## config.mk

```make
export PLATFORM = sky130hd
export DESIGN_NAME = ir_pulse_distance_decoder_core
export DESIGN_NICKNAME = d
export VERILOG_FILES = /design/src/sv/irpd_pkg.sv /design/src/sv/irpd_cfg_regs.sv /design/src/sv/irpd_decode_fsm.sv /design/src/sv/irpd_out_reg.sv /design/src/sv/ir_pulse_distance_decoder_core.sv
export SDC_FILE = /design/constraint.sdc
export NUM_CORES = 1
export LEC_CHECK = 0
export BUFFER_PORTS_ARGS = -buffer_cell sky130_fd_sc_hd__clkbuf_2
export CAP_MARGIN = 20
export CORE_AREA = 2 2 168 170
export CTS_BUF_LIST = sky130_fd_sc_hd__clkbuf_8
export CTS_CLUSTER_DIAMETER = 100
export DETAILED_ROUTE_END_ITERATION = 6
export DIE_AREA = 0 0 170 172
export PLACE_DENSITY_LB_ADDON = 0.15
export REMOVE_ABC_BUFFERS = 1
export SLEW_MARGIN = 20
export SYNTH_ARGS = -nofsm -noshare
export SYNTH_HDL_FRONTEND = slang
export SYNTH_SLANG_ARGS = --single-unit
```

## constraint.sdc

```tcl
create_clock -name i_clk -period 2.8 [get_ports i_clk]
set_clock_uncertainty 0.05 [all_clocks]
set_input_delay 0.56 -clock i_clk [delete_from_list [all_inputs] [get_ports i_clk]]
set_output_delay 0.56 -clock i_clk [all_outputs]
set_load 0.005 [all_outputs]
```

## src/sv/irpd_pkg.sv

```systemverilog
`default_nettype none
package irpd_pkg;

    localparam int NREGS     = 8;
    localparam int IDX_WIDTH = 3;
    localparam int CODE_OUT  = 32;

    typedef enum logic [1:0] {
        OP_EDGE    = 2'd0,
        OP_TIMEOUT = 2'd1,
        OP_ACK     = 2'd2
    } t_opcode;

    typedef enum logic [2:0] {
        PH_IDLE      = 3'd0,
        PH_HDR_MARK  = 3'd1,
        PH_HDR_SPACE = 3'd2,
        PH_BIT_MARK  = 3'd3,
        PH_BIT_SPACE = 3'd4
    } t_phase;

    localparam logic [IDX_WIDTH-1:0] REG_HDR_MARK_MIN  = 3'd0;
    localparam logic [IDX_WIDTH-1:0] REG_HDR_MARK_MAX  = 3'd1;
    localparam logic [IDX_WIDTH-1:0] REG_HDR_SPACE_MIN = 3'd2;
    localparam logic [IDX_WIDTH-1:0] REG_HDR_SPACE_MAX = 3'd3;
    localparam logic [IDX_WIDTH-1:0] REG_SHORT_MIN     = 3'd4;
    localparam logic [IDX_WIDTH-1:0] REG_BIT_MARK_MAX  = 3'd5;
    localparam logic [IDX_WIDTH-1:0] REG_BIT_SPACE_MAX = 3'd6;
    localparam logic [IDX_WIDTH-1:0] REG_ONE_THRESH    = 3'd7;

    typedef struct packed {
        logic                frame_done;
        logic [CODE_OUT-1:0] frame_code;
        logic [7:0]          command_byte;
        logic [2:0]          decode_phase;
        logic                expect_rising;
        logic                window_error;
        logic                holding;
    } t_result;

    function automatic logic [31:0] reg_reset_val(input logic [IDX_WIDTH-1:0] idx);
        logic [31:0] v;
        case (idx)
            REG_HDR_MARK_MIN:  v = 32'd8500;
            REG_HDR_MARK_MAX:  v = 32'd9500;
            REG_HDR_SPACE_MIN: v = 32'd4000;
            REG_HDR_SPACE_MAX: v = 32'd5000;
            REG_SHORT_MIN:     v = 32'd400;
            REG_BIT_MARK_MAX:  v = 32'd700;
            REG_BIT_SPACE_MAX: v = 32'd1800;
            default:           v = 32'd1000;
        endcase
        return v;
    endfunction

    // Both bounds exclusive; an inverted or empty window passes nothing.
    function automatic logic win_pass(input logic [31:0] t, input logic [31:0] lo,
                                      input logic [31:0] hi);
        return (t > lo) && (t < hi);
    endfunction

endpackage
`default_nettype wire

```

## src/sv/irpd_cfg_regs.sv

```systemverilog
`default_nettype none
module irpd_cfg_regs #(
    parameter int TIME_WIDTH = 16
) (
    input  wire logic                                        i_clk,
    input  wire logic                                        i_rst_n,
    input  wire logic                                        i_cfg_we,
    input  wire logic [irpd_pkg::IDX_WIDTH-1:0]              i_cfg_index,
    input  wire logic [TIME_WIDTH-1:0]                       i_cfg_data,
    output logic      [irpd_pkg::NREGS-1:0][TIME_WIDTH-1:0]  o_regs
);
    import irpd_pkg::*;

    logic [NREGS-1:0][TIME_WIDTH-1:0] r_regs;

    always_ff @(posedge i_clk) begin
        if (!i_rst_n) begin
            for (int i = 0; i < NREGS; i++) begin
                r_regs[i] <= TIME_WIDTH'(reg_reset_val(IDX_WIDTH'(i)));
            end
        end else if (i_cfg_we) begin
            r_regs[i_cfg_index] <= i_cfg_data;
        end
    end

    assign o_regs = r_regs;

endmodule
`default_nettype wire

```

## src/sv/irpd_decode_fsm.sv

```systemverilog
`default_nettype none
module irpd_decode_fsm #(
    parameter int FRAME_BITS = 32,
    parameter int TIME_WIDTH = 16
) (
    input  wire logic                                        i_clk,
    input  wire logic                                        i_rst_n,
    input  wire logic                                        i_step,
    input  wire logic [1:0]                                  i_opcode,
    input  wire logic [TIME_WIDTH-1:0]                       i_elapsed_us,
    input  wire logic [irpd_pkg::NREGS-1:0][TIME_WIDTH-1:0]  i_regs,
    output irpd_pkg::t_result                                o_result
);
    import irpd_pkg::*;

    localparam int BW = $clog2(FRAME_BITS + 1);

    t_phase                r_phase,  n_phase;
    logic [BW-1:0]         r_bits,   n_bits;
    logic [FRAME_BITS-1:0] r_code,   n_code;
    logic                  r_rising, n_rising;
    logic                  r_held,   n_held;
    logic                  done, err;
    logic [31:0]           t, lo_short;
    logic [BW-1:0]         bits_inc;
    logic [CODE_OUT-1:0]   code_out;

    always_ff @(posedge i_clk) begin
        if (!i_rst_n) begin
            r_phase  <= PH_IDLE;
            r_bits   <= '0;
            r_code   <= '0;
            r_rising <= 1'b0;
            r_held   <= 1'b0;
        end else if (i_step) begin
            r_phase  <= n_phase;
            r_bits   <= n_bits;
            r_code   <= n_code;
            r_rising <= n_rising;
            r_held   <= n_held;
        end
    end

    always_comb begin
        t        = 32'(i_elapsed_us);
        lo_short = 32'(i_regs[REG_SHORT_MIN]);
        bits_inc = r_bits + BW'(1);
        n_phase  = r_phase;
        n_bits   = r_bits;
        n_code   = r_code;
        n_rising = r_rising;
        n_held   = r_held;
        done     = 1'b0;
        err      = 1'b0;
        case (t_opcode'(i_opcode))
            OP_TIMEOUT: begin
                n_phase  = PH_IDLE;
                n_rising = 1'b0;
            end
            OP_ACK: begin
                n_held = 1'b0;
            end
            OP_EDGE: begin
                // Ignore edges while a finished frame waits.
                if (!r_held) begin
                    unique case (r_phase)
                        PH_IDLE: begin
                            n_bits   = '0;
                            n_code   = '0;
                            n_phase  = PH_HDR_MARK;
                            n_rising = 1'b1;
                        end
                        PH_HDR_MARK: begin
                            if (win_pass(t, 32'(i_regs[REG_HDR_MARK_MIN]),
                                         32'(i_regs[REG_HDR_MARK_MAX]))) begin
                                n_phase = PH_HDR_SPACE;
                            end else begin
                                n_phase = PH_IDLE;
                                err     = 1'b1;
                            end
                            n_rising = 1'b0;
                        end
                        PH_HDR_SPACE: begin
                            if (win_pass(t, 32'(i_regs[REG_HDR_SPACE_MIN]),
                                         32'(i_regs[REG_HDR_SPACE_MAX]))) begin
                                n_phase = PH_BIT_MARK;
                            end else begin
                                n_phase = PH_IDLE;
                                err     = 1'b1;
                            end
                            n_rising = 1'b1;
                        end
                        PH_BIT_MARK: begin
                            if (win_pass(t, lo_short, 32'(i_regs[REG_BIT_MARK_MAX]))) begin
                                n_phase = PH_BIT_SPACE;
                            end else begin
                                n_phase = PH_IDLE;
                                err     = 1'b1;
                            end
                            n_rising = 1'b0;
                        end
                        PH_BIT_SPACE: begin
                            if (win_pass(t, lo_short, 32'(i_regs[REG_BIT_SPACE_MAX]))) begin
                                n_code = {r_code[FRAME_BITS-2:0],
                                          (t > 32'(i_regs[REG_ONE_THRESH]))};
                                n_bits = bits_inc;
                                if (bits_inc >= BW'(FRAME_BITS)) begin
                                    done    = 1'b1;
                                    n_held  = 1'b1;
                                    n_phase = PH_IDLE;
                                end else begin
                                    n_phase = PH_BIT_MARK;
                                end
                            end else begin
                                n_phase = PH_IDLE;
                                err     = 1'b1;
                            end
                            n_rising = 1'b1;
                        end
                        default: begin
                            n_phase = PH_IDLE;
                        end
                    endcase
                end
            end
            default: ;
        endcase
    end

    assign code_out = CODE_OUT'(n_code);

    always_comb begin
        o_result.frame_done    = done;
        o_result.frame_code    = code_out;
        o_result.command_byte  = code_out[15:8];
        o_result.decode_phase  = n_phase;
        o_result.expect_rising = n_rising;
        o_result.window_error  = err;
        o_result.holding       = n_held;
    end

    a_done_holds: assert property (@(posedge i_clk) disable iff (!i_rst_n)
        (i_step && done) |=> (r_held && r_phase == PH_IDLE))
        else $error("completed frame not held");

    a_held_frozen: assert property (@(posedge i_clk) disable iff (!i_rst_n)
        (i_step && r_held && t_opcode'(i_opcode) == OP_EDGE)
        |=> ($stable(r_code) && $stable(r_phase) && $stable(r_bits)))
        else $error("edge changed state while holding");

    a_bits_bound: assert property (@(posedge i_clk) disable iff (!i_rst_n)
        r_bits <= BW'(FRAME_BITS))
        else $error("bit count beyond frame length");

    a_err_idle: assert property (@(posedge i_clk) disable iff (!i_rst_n)
        (i_step && err) |=> (r_phase == PH_IDLE && !r_held))
        else $error("window failure did not restart");

endmodule
`default_nettype wire

```

## src/sv/irpd_out_reg.sv

```systemverilog
`default_nettype none
module irpd_out_reg (
    input  wire logic              i_clk,
    input  wire logic              i_rst_n,
    input  wire logic              i_valid,
    output logic                   o_stall,
    output logic                   o_step,
    input  irpd_pkg::t_result      i_result,
    output logic                   o_valid,
    input  wire logic              i_stall,
    output irpd_pkg::t_result      o_result
);
    import irpd_pkg::*;

    logic    r_valid;
    t_result r_result;
    logic    step;

    // Take a new beat when the register is empty or the held result leaves in the same cycle.
    assign o_stall = r_valid && i_stall;
    assign step    = i_valid && !o_stall;
    assign o_step  = step;

    always_ff @(posedge i_clk) begin
        if (!i_rst_n) begin
            r_valid <= 1'b0;
        end else if (step) begin
            r_valid <= 1'b1;
        end else if (!i_stall) begin
            r_valid <= 1'b0;
        end
    end

    always_ff @(posedge i_clk) begin
        if (step) begin
            r_result <= i_result;
        end
    end

    assign o_valid  = r_valid;
    assign o_result = r_result;

endmodule
`default_nettype wire

```

## src/sv/ir_pulse_distance_decoder_core.sv

```systemverilog
`default_nettype none
// Pulse-distance infrared frame decoder. Each input beat is an edge (with the
// microseconds since the previous edge), a timer timeout or an acknowledge,
// and it yields exactly one result beat in the next cycle: phase, expected
// edge direction, window error, hold flag and the shift register with its
// command byte, plus frame_done on the beat that completes a frame. A beat can
// be taken every cycle, also while the previous result is being taken, unless a
// held result stalls; window compare and next-state logic are combinational
// between state and result registers. The user must write the eight window
// registers via the config port only while idle; the block does not enforce it.
module ir_pulse_distance_decoder_core #(
    parameter int FRAME_BITS = 32,
    parameter int TIME_WIDTH = 16
) (
    input  wire logic                           i_clk,
    input  wire logic                           i_rst_n,
    input  wire logic                           i_valid,
    output logic                                o_stall,
    input  wire logic [1:0]                     i_opcode,
    input  wire logic [TIME_WIDTH-1:0]          i_elapsed_us,
    output logic                                o_valid,
    input  wire logic                           i_stall,
    output logic                                o_frame_done,
    output logic [31:0]                         o_frame_code,
    output logic [7:0]                          o_command_byte,
    output logic [2:0]                          o_decode_phase,
    output logic                                o_expect_rising,
    output logic                                o_window_error,
    output logic                                o_holding,
    input  wire logic                           i_cfg_we,
    input  wire logic [irpd_pkg::IDX_WIDTH-1:0] i_cfg_index,
    input  wire logic [TIME_WIDTH-1:0]          i_cfg_data
);
    import irpd_pkg::*;

    logic [NREGS-1:0][TIME_WIDTH-1:0] regs;
    logic                             step;
    t_result                          next_res;
    t_result                          out_res;

    irpd_cfg_regs #(
        .TIME_WIDTH (TIME_WIDTH)
    ) u_cfg (
        .i_clk       (i_clk),
        .i_rst_n     (i_rst_n),
        .i_cfg_we    (i_cfg_we),
        .i_cfg_index (i_cfg_index),
        .i_cfg_data  (i_cfg_data),
        .o_regs      (regs)
    );

    irpd_decode_fsm #(
        .FRAME_BITS (FRAME_BITS),
        .TIME_WIDTH (TIME_WIDTH)
    ) u_fsm (
        .i_clk        (i_clk),
        .i_rst_n      (i_rst_n),
        .i_step       (step),
        .i_opcode     (i_opcode),
        .i_elapsed_us (i_elapsed_us),
        .i_regs       (regs),
        .o_result     (next_res)
    );

    irpd_out_reg u_out (
        .i_clk    (i_clk),
        .i_rst_n  (i_rst_n),
        .i_valid  (i_valid),
        .o_stall  (o_stall),
        .o_step   (step),
        .i_result (next_res),
        .o_valid  (o_valid),
        .i_stall  (i_stall),
        .o_result (out_res)
    );

    assign o_frame_done    = out_res.frame_done;
    assign o_frame_code    = out_res.frame_code;
    assign o_command_byte  = out_res.command_byte;
    assign o_decode_phase  = out_res.decode_phase;
    assign o_expect_rising = out_res.expect_rising;
    assign o_window_error  = out_res.window_error;
    assign o_holding       = out_res.holding;

endmodule
`default_nettype wire
```

==> out/results.ini <==
[run_status]
status = completed

[worst_setup_path]
endpoint_kind = flop
cp-start-kind = flop
cp_peak_stage_delay_ns = 0.52
critical_path_maximum_fanout = 8
worstReg2RegStart = u_cfg.o_regs[107]
series_of_cell_instances_along_the_critical_path = inv_2, ha_4, and2_4, a221o_1, a2111oi_4, o21ai_2, buf_6, o21a_4, or4_4, a21oi_2
crit_path_top_delay_cell = sky130_fd_sc_hd__or4_4
critical_path_arrival_ns = 3.18
reg2reg_setup_slack_ns = 0.04
timing.reg2reg.worst_path_depth = 10
critical_path_buf_inv_count = 2
rr_endpoint = u_fsm.r_bits[4]
crit_cells = 10
critical_path.top_delay_family = compound AO/OA/AOI/OAI gates
worstPathRequired_ns = 3.21
critical_path_class = flop to flop

[place]
post-dp-hpwl_um = 21290
dpl_cell_area_um2 = 12120
place.detailed.instances = 1697
placement.setup.worst_slack_ns = -0.5136
port-buffer-count = 90
gp_congestion = 0.8079

[routing]
routed_via_density = 5.283
num_vias = 9414
dr.pass1.iters = 5
routed_wirelength_um = 31830
detailedRoute.firstIterationViolations = 605
drcViolationCount = 0
post_detailed_route_count_of_antenna_violating_nets = 0
routedWlPerCell_um = 17.86

[finish]
layout-area-overhead-vs-synth_pct = 22.45
multiInputGateArea_um2 = 5664
final_cell_mix = sky130_fd_sc_hd__nand2_1 (251), sky130_fd_sc_hd__dfxtp_1 (161), sky130_fd_sc_hd__inv_1 (141)
most_common_cell_after_layout_fill_and_taps_aside = sky130_fd_sc_hd__nand2_1
layout.filler_cells = 2744
register_area_um2 = 4628
finalNonFillerCells = 1782
num_antenna_cells = 0
drive_gt1_share_pct = 20.68
finalNetCount = 1576
final_design_area_no_fill_um2 = 13330
finalCoreUtilization_pct = 48.52

[power_and_ir_drop]
power.switching_fraction_pct = 27.17
share_comb_of_total_power_pct = 12.2
power_switching_mw = 1.851
seqPwrFrac_pct = 47.0
power_leakage_nw = 5.593
cellInternalPower_mw = 4.961
power_density_nw_per_um2 = 511.0
share_clk_of_total_power_pct = 40.8
max-vdd-ir-drop_uv = 286.4

[cts]
ctsHtreeMaxLevel = 2
postCtsHoldBufs = 0
clk_root_buffer_cell = sky130_fd_sc_hd__clkbuf_8
clk-insertion-delay-late_ns = 0.54
cts_tree = yes
number_of_buffers_created_by_cts = 39
path_clk_slew_ns = 0.06
cts-root-to-sink-buffers = 3
clock-sinks = 211

[floorplan]
die-width_um = 170
num_io_pins = 91
start_util_pct = 39.62
fp-row-count = 61
die-height_um = 172
core_area_um2 = 27480
dieArea_um2 = 29240

[flow_run]
max_cap_violations = 0

[grt]
grt_pass1_vias = 9077
grt_first_pass_wirelength_um = 49220
number_of_antenna_violations_at_the_first_check_in_global_routing = 0
globalRoute.totalOverflow = 0
track_usage_pct = 21.69
maximum_number_of_pins_on_one_net_before_global_route_repair = 84

[synthesis]
synth_cell_types = 57
post_synth_main_area_contributors = sky130_fd_sc_hd__dfxtp_1 (32%), sky130_fd_sc_hd__ha_1 (14%), sky130_fd_sc_hd__edfxtp_1 (11%), sky130_fd_sc_hd__nand2_1 (8.7%), sky130_fd_sc_hd__a21oi_1 (6.5%)
synthCells = 1255
synth-seq-cells = 211
top_reg_cell_synth = sky130_fd_sc_hd__dfxtp_1
synth_enable_flop_cells = 39
netlist.area_leader.share_pct = 31.63
async_reset_ff_share_pct = 0
synth_warnings = 0
yosysSeqAreaShare_pct = 42.39
netlist.top_cell.by_area = sky130_fd_sc_hd__dfxtp_1
synth.avg_cell_area_um2 = 8.675
post_synth_instance_area_um2 = 10890

[hold_path]
timing.hold.worst_path_depth = 2
worstHoldEndpoint = u_out.o_valid
holdCritStartpoint = i_valid
type_of_the_worst_min_delay_path = primary input to flop

[timing]
final.period_utilization_pct = 98.73
finalWorstPathRequiredPeriod_ns = 2.764
finalSetupViolations = 0
maxSlewHeadroom_pct = 49.50
worst_slew_pin_slew_ns = 0.7554
final_hold_viol_count = 0
worst_setup_slack_final_ns = 0.03557
setup_repair_after_global_routing_missed_its_margin = true
count_of_final_max_slew_check_failures = 0
max_clock_freq_mhz = 361.7

-- synth_stat cells (2+ instances only) --
| cell type | number |
|---|---|
| sky130_fd_sc_hd__and4_1 | 4 |
| sky130_fd_sc_hd__a22oi_1 | 2 |
| sky130_fd_sc_hd__o21ai_1 | 3 |
| sky130_fd_sc_hd__inv_1 | 132 |
| sky130_fd_sc_hd__o22ai_1 | 2 |
| sky130_fd_sc_hd__a22o_1 | 58 |
| sky130_fd_sc_hd__nand3_1 | 18 |
| sky130_fd_sc_hd__buf_2 | 5 |
| sky130_fd_sc_hd__o31ai_1 | 3 |
| sky130_fd_sc_hd__nand4_1 | 22 |
| sky130_fd_sc_hd__nor3_1 | 5 |
| sky130_fd_sc_hd__and3_1 | 7 |
| sky130_fd_sc_hd__a221o_1 | 3 |
| sky130_fd_sc_hd__buf_4 | 11 |
| sky130_fd_sc_hd__a2111oi_0 | 2 |
| sky130_fd_sc_hd__clkbuf_2 | 15 |
| sky130_fd_sc_hd__nor4_1 | 5 |
| sky130_fd_sc_hd__clkbuf_1 | 47 |
| sky130_fd_sc_hd__dfxtp_1 | 172 |
| sky130_fd_sc_hd__a21bo_2 | 2 |
| sky130_fd_sc_hd__buf_6 | 2 |
| sky130_fd_sc_hd__nand2b_1 | 6 |
| sky130_fd_sc_hd__or4_1 | 4 |
| sky130_fd_sc_hd__edfxtp_1 | 39 |
| sky130_fd_sc_hd__nand2_1 | 251 |
| sky130_fd_sc_hd__a21oi_1 | 141 |
| sky130_fd_sc_hd__ha_1 | 125 |
| sky130_fd_sc_hd__nor2b_1 | 7 |
| sky130_fd_sc_hd__nor2_1 | 24 |
| sky130_fd_sc_hd__o41ai_1 | 2 |
| sky130_fd_sc_hd__a221oi_1 | 2 |
| sky130_fd_sc_hd__o21ai_0 | 31 |
| sky130_fd_sc_hd__a31oi_1 | 4 |
| sky130_fd_sc_hd__o21a_1 | 8 |
| sky130_fd_sc_hd__a21o_1 | 17 |
| sky130_fd_sc_hd__a211oi_1 | 5 |
| sky130_fd_sc_hd__o211ai_1 | 49 |
-- kinds of logic (layout without fill, tap and decap cells) --
kind of cell	after synthesis	after routing	share of synthesized area, %
and+or+nand+nor	359	359	14.24
AOI/OAI and AO/OA	346	346	20.84
buffers and inverters	213	394	8.091
DFF	211	211	42.39
adders and majority gates	125	125	14.37
xor gates and xnor gates	1	1	0.08047
-- layer usage --
layer	vias up	global-route usage, %	share of wire (%)
met5	-	0	0
met4	0	7.098	2.3
met3	52	3.365	5.4
met2	231	35.95	47
met1	4443	29.05	46
li1	4688	-	-
-- how the worst max path moves through the flow --
stage | from | slack [ns] | endpoint
after floorplan | i_elapsed_us[9] | -2.90 | u_fsm.r_code[10]
after global placement | i_elapsed_us[11] | -0.46 | u_fsm.r_code[10]
after detailed placement | i_elapsed_us[11] | -0.51 | u_fsm.r_code[14]
after CTS | u_cfg.o_regs[65] | -0.02 | u_out.o_result[1]
after global routing | u_cfg.o_regs[74] | -0.07 | u_out.o_result[42]
final | u_cfg.o_regs[107] | 0.04 | u_fsm.r_bits[4]
-- timing repair --
item | CTS | global route
resized for setup | 16 | 46
pin swaps | 4 | 9
endpoints found under the setup margin | 66 | 69
cloned | 2 | 3
endpoints found under the hold margin | 0 | 0
buffers inserted | 3 | 9
-- registers in the layout, summed over array words and instances (netlist names) --
signal,cells
u_fsm.r_phase,3
u_fsm.r_rising,1
u_cfg.o_regs,128
u_out.o_result,39
u_out.o_valid,1
u_fsm.r_code,32
u_fsm.r_held,1
u_fsm.r_bits,6
-- power groups by stage --
| stage | Clock [mW] | Combinational [mW] | Sequential [mW] |
|---|---|---|---|
| after floorplan | 0 | 0.368 | 3.27 |
| after global placement | 0 | 0.766 | 3.27 |
| after detailed placement | 0 | 0.776 | 3.27 |
| after CTS | 2.85 | 0.788 | 3.20 |
| after global routing | 2.99 | 0.934 | 3.21 |
| final | 2.78 | 0.832 | 3.20 |
-- metrics by stage --
step | TNS, ns | total power [mW] | hold WS (ns)
after floorplan | -163.14 | 3.636 | 0.3836
after global placement | -30.20 | 4.031 | 0.3920
after detailed placement | -33.45 | 4.043 | 0.3963
after CTS | -0.04186 | 6.842 | 0.1892
after global routing | -1.881 | 7.132 | 0.2242
final | 0 | 6.812 | 0.2156
-- layout make-up --
class                           count  share of cell area (%)
Multi-Input combinational cell    831                   42.49
Sequential cell                   211                   34.72
Timing Repair Buffer              193                   10.41
Clock buffer                       45                   4.646
Inverter                          133                   3.745
Tap cell                          346                   3.248
Clock inverter                     23                  0.7415
Note: power is estimated with default switching activity, not from simulation.
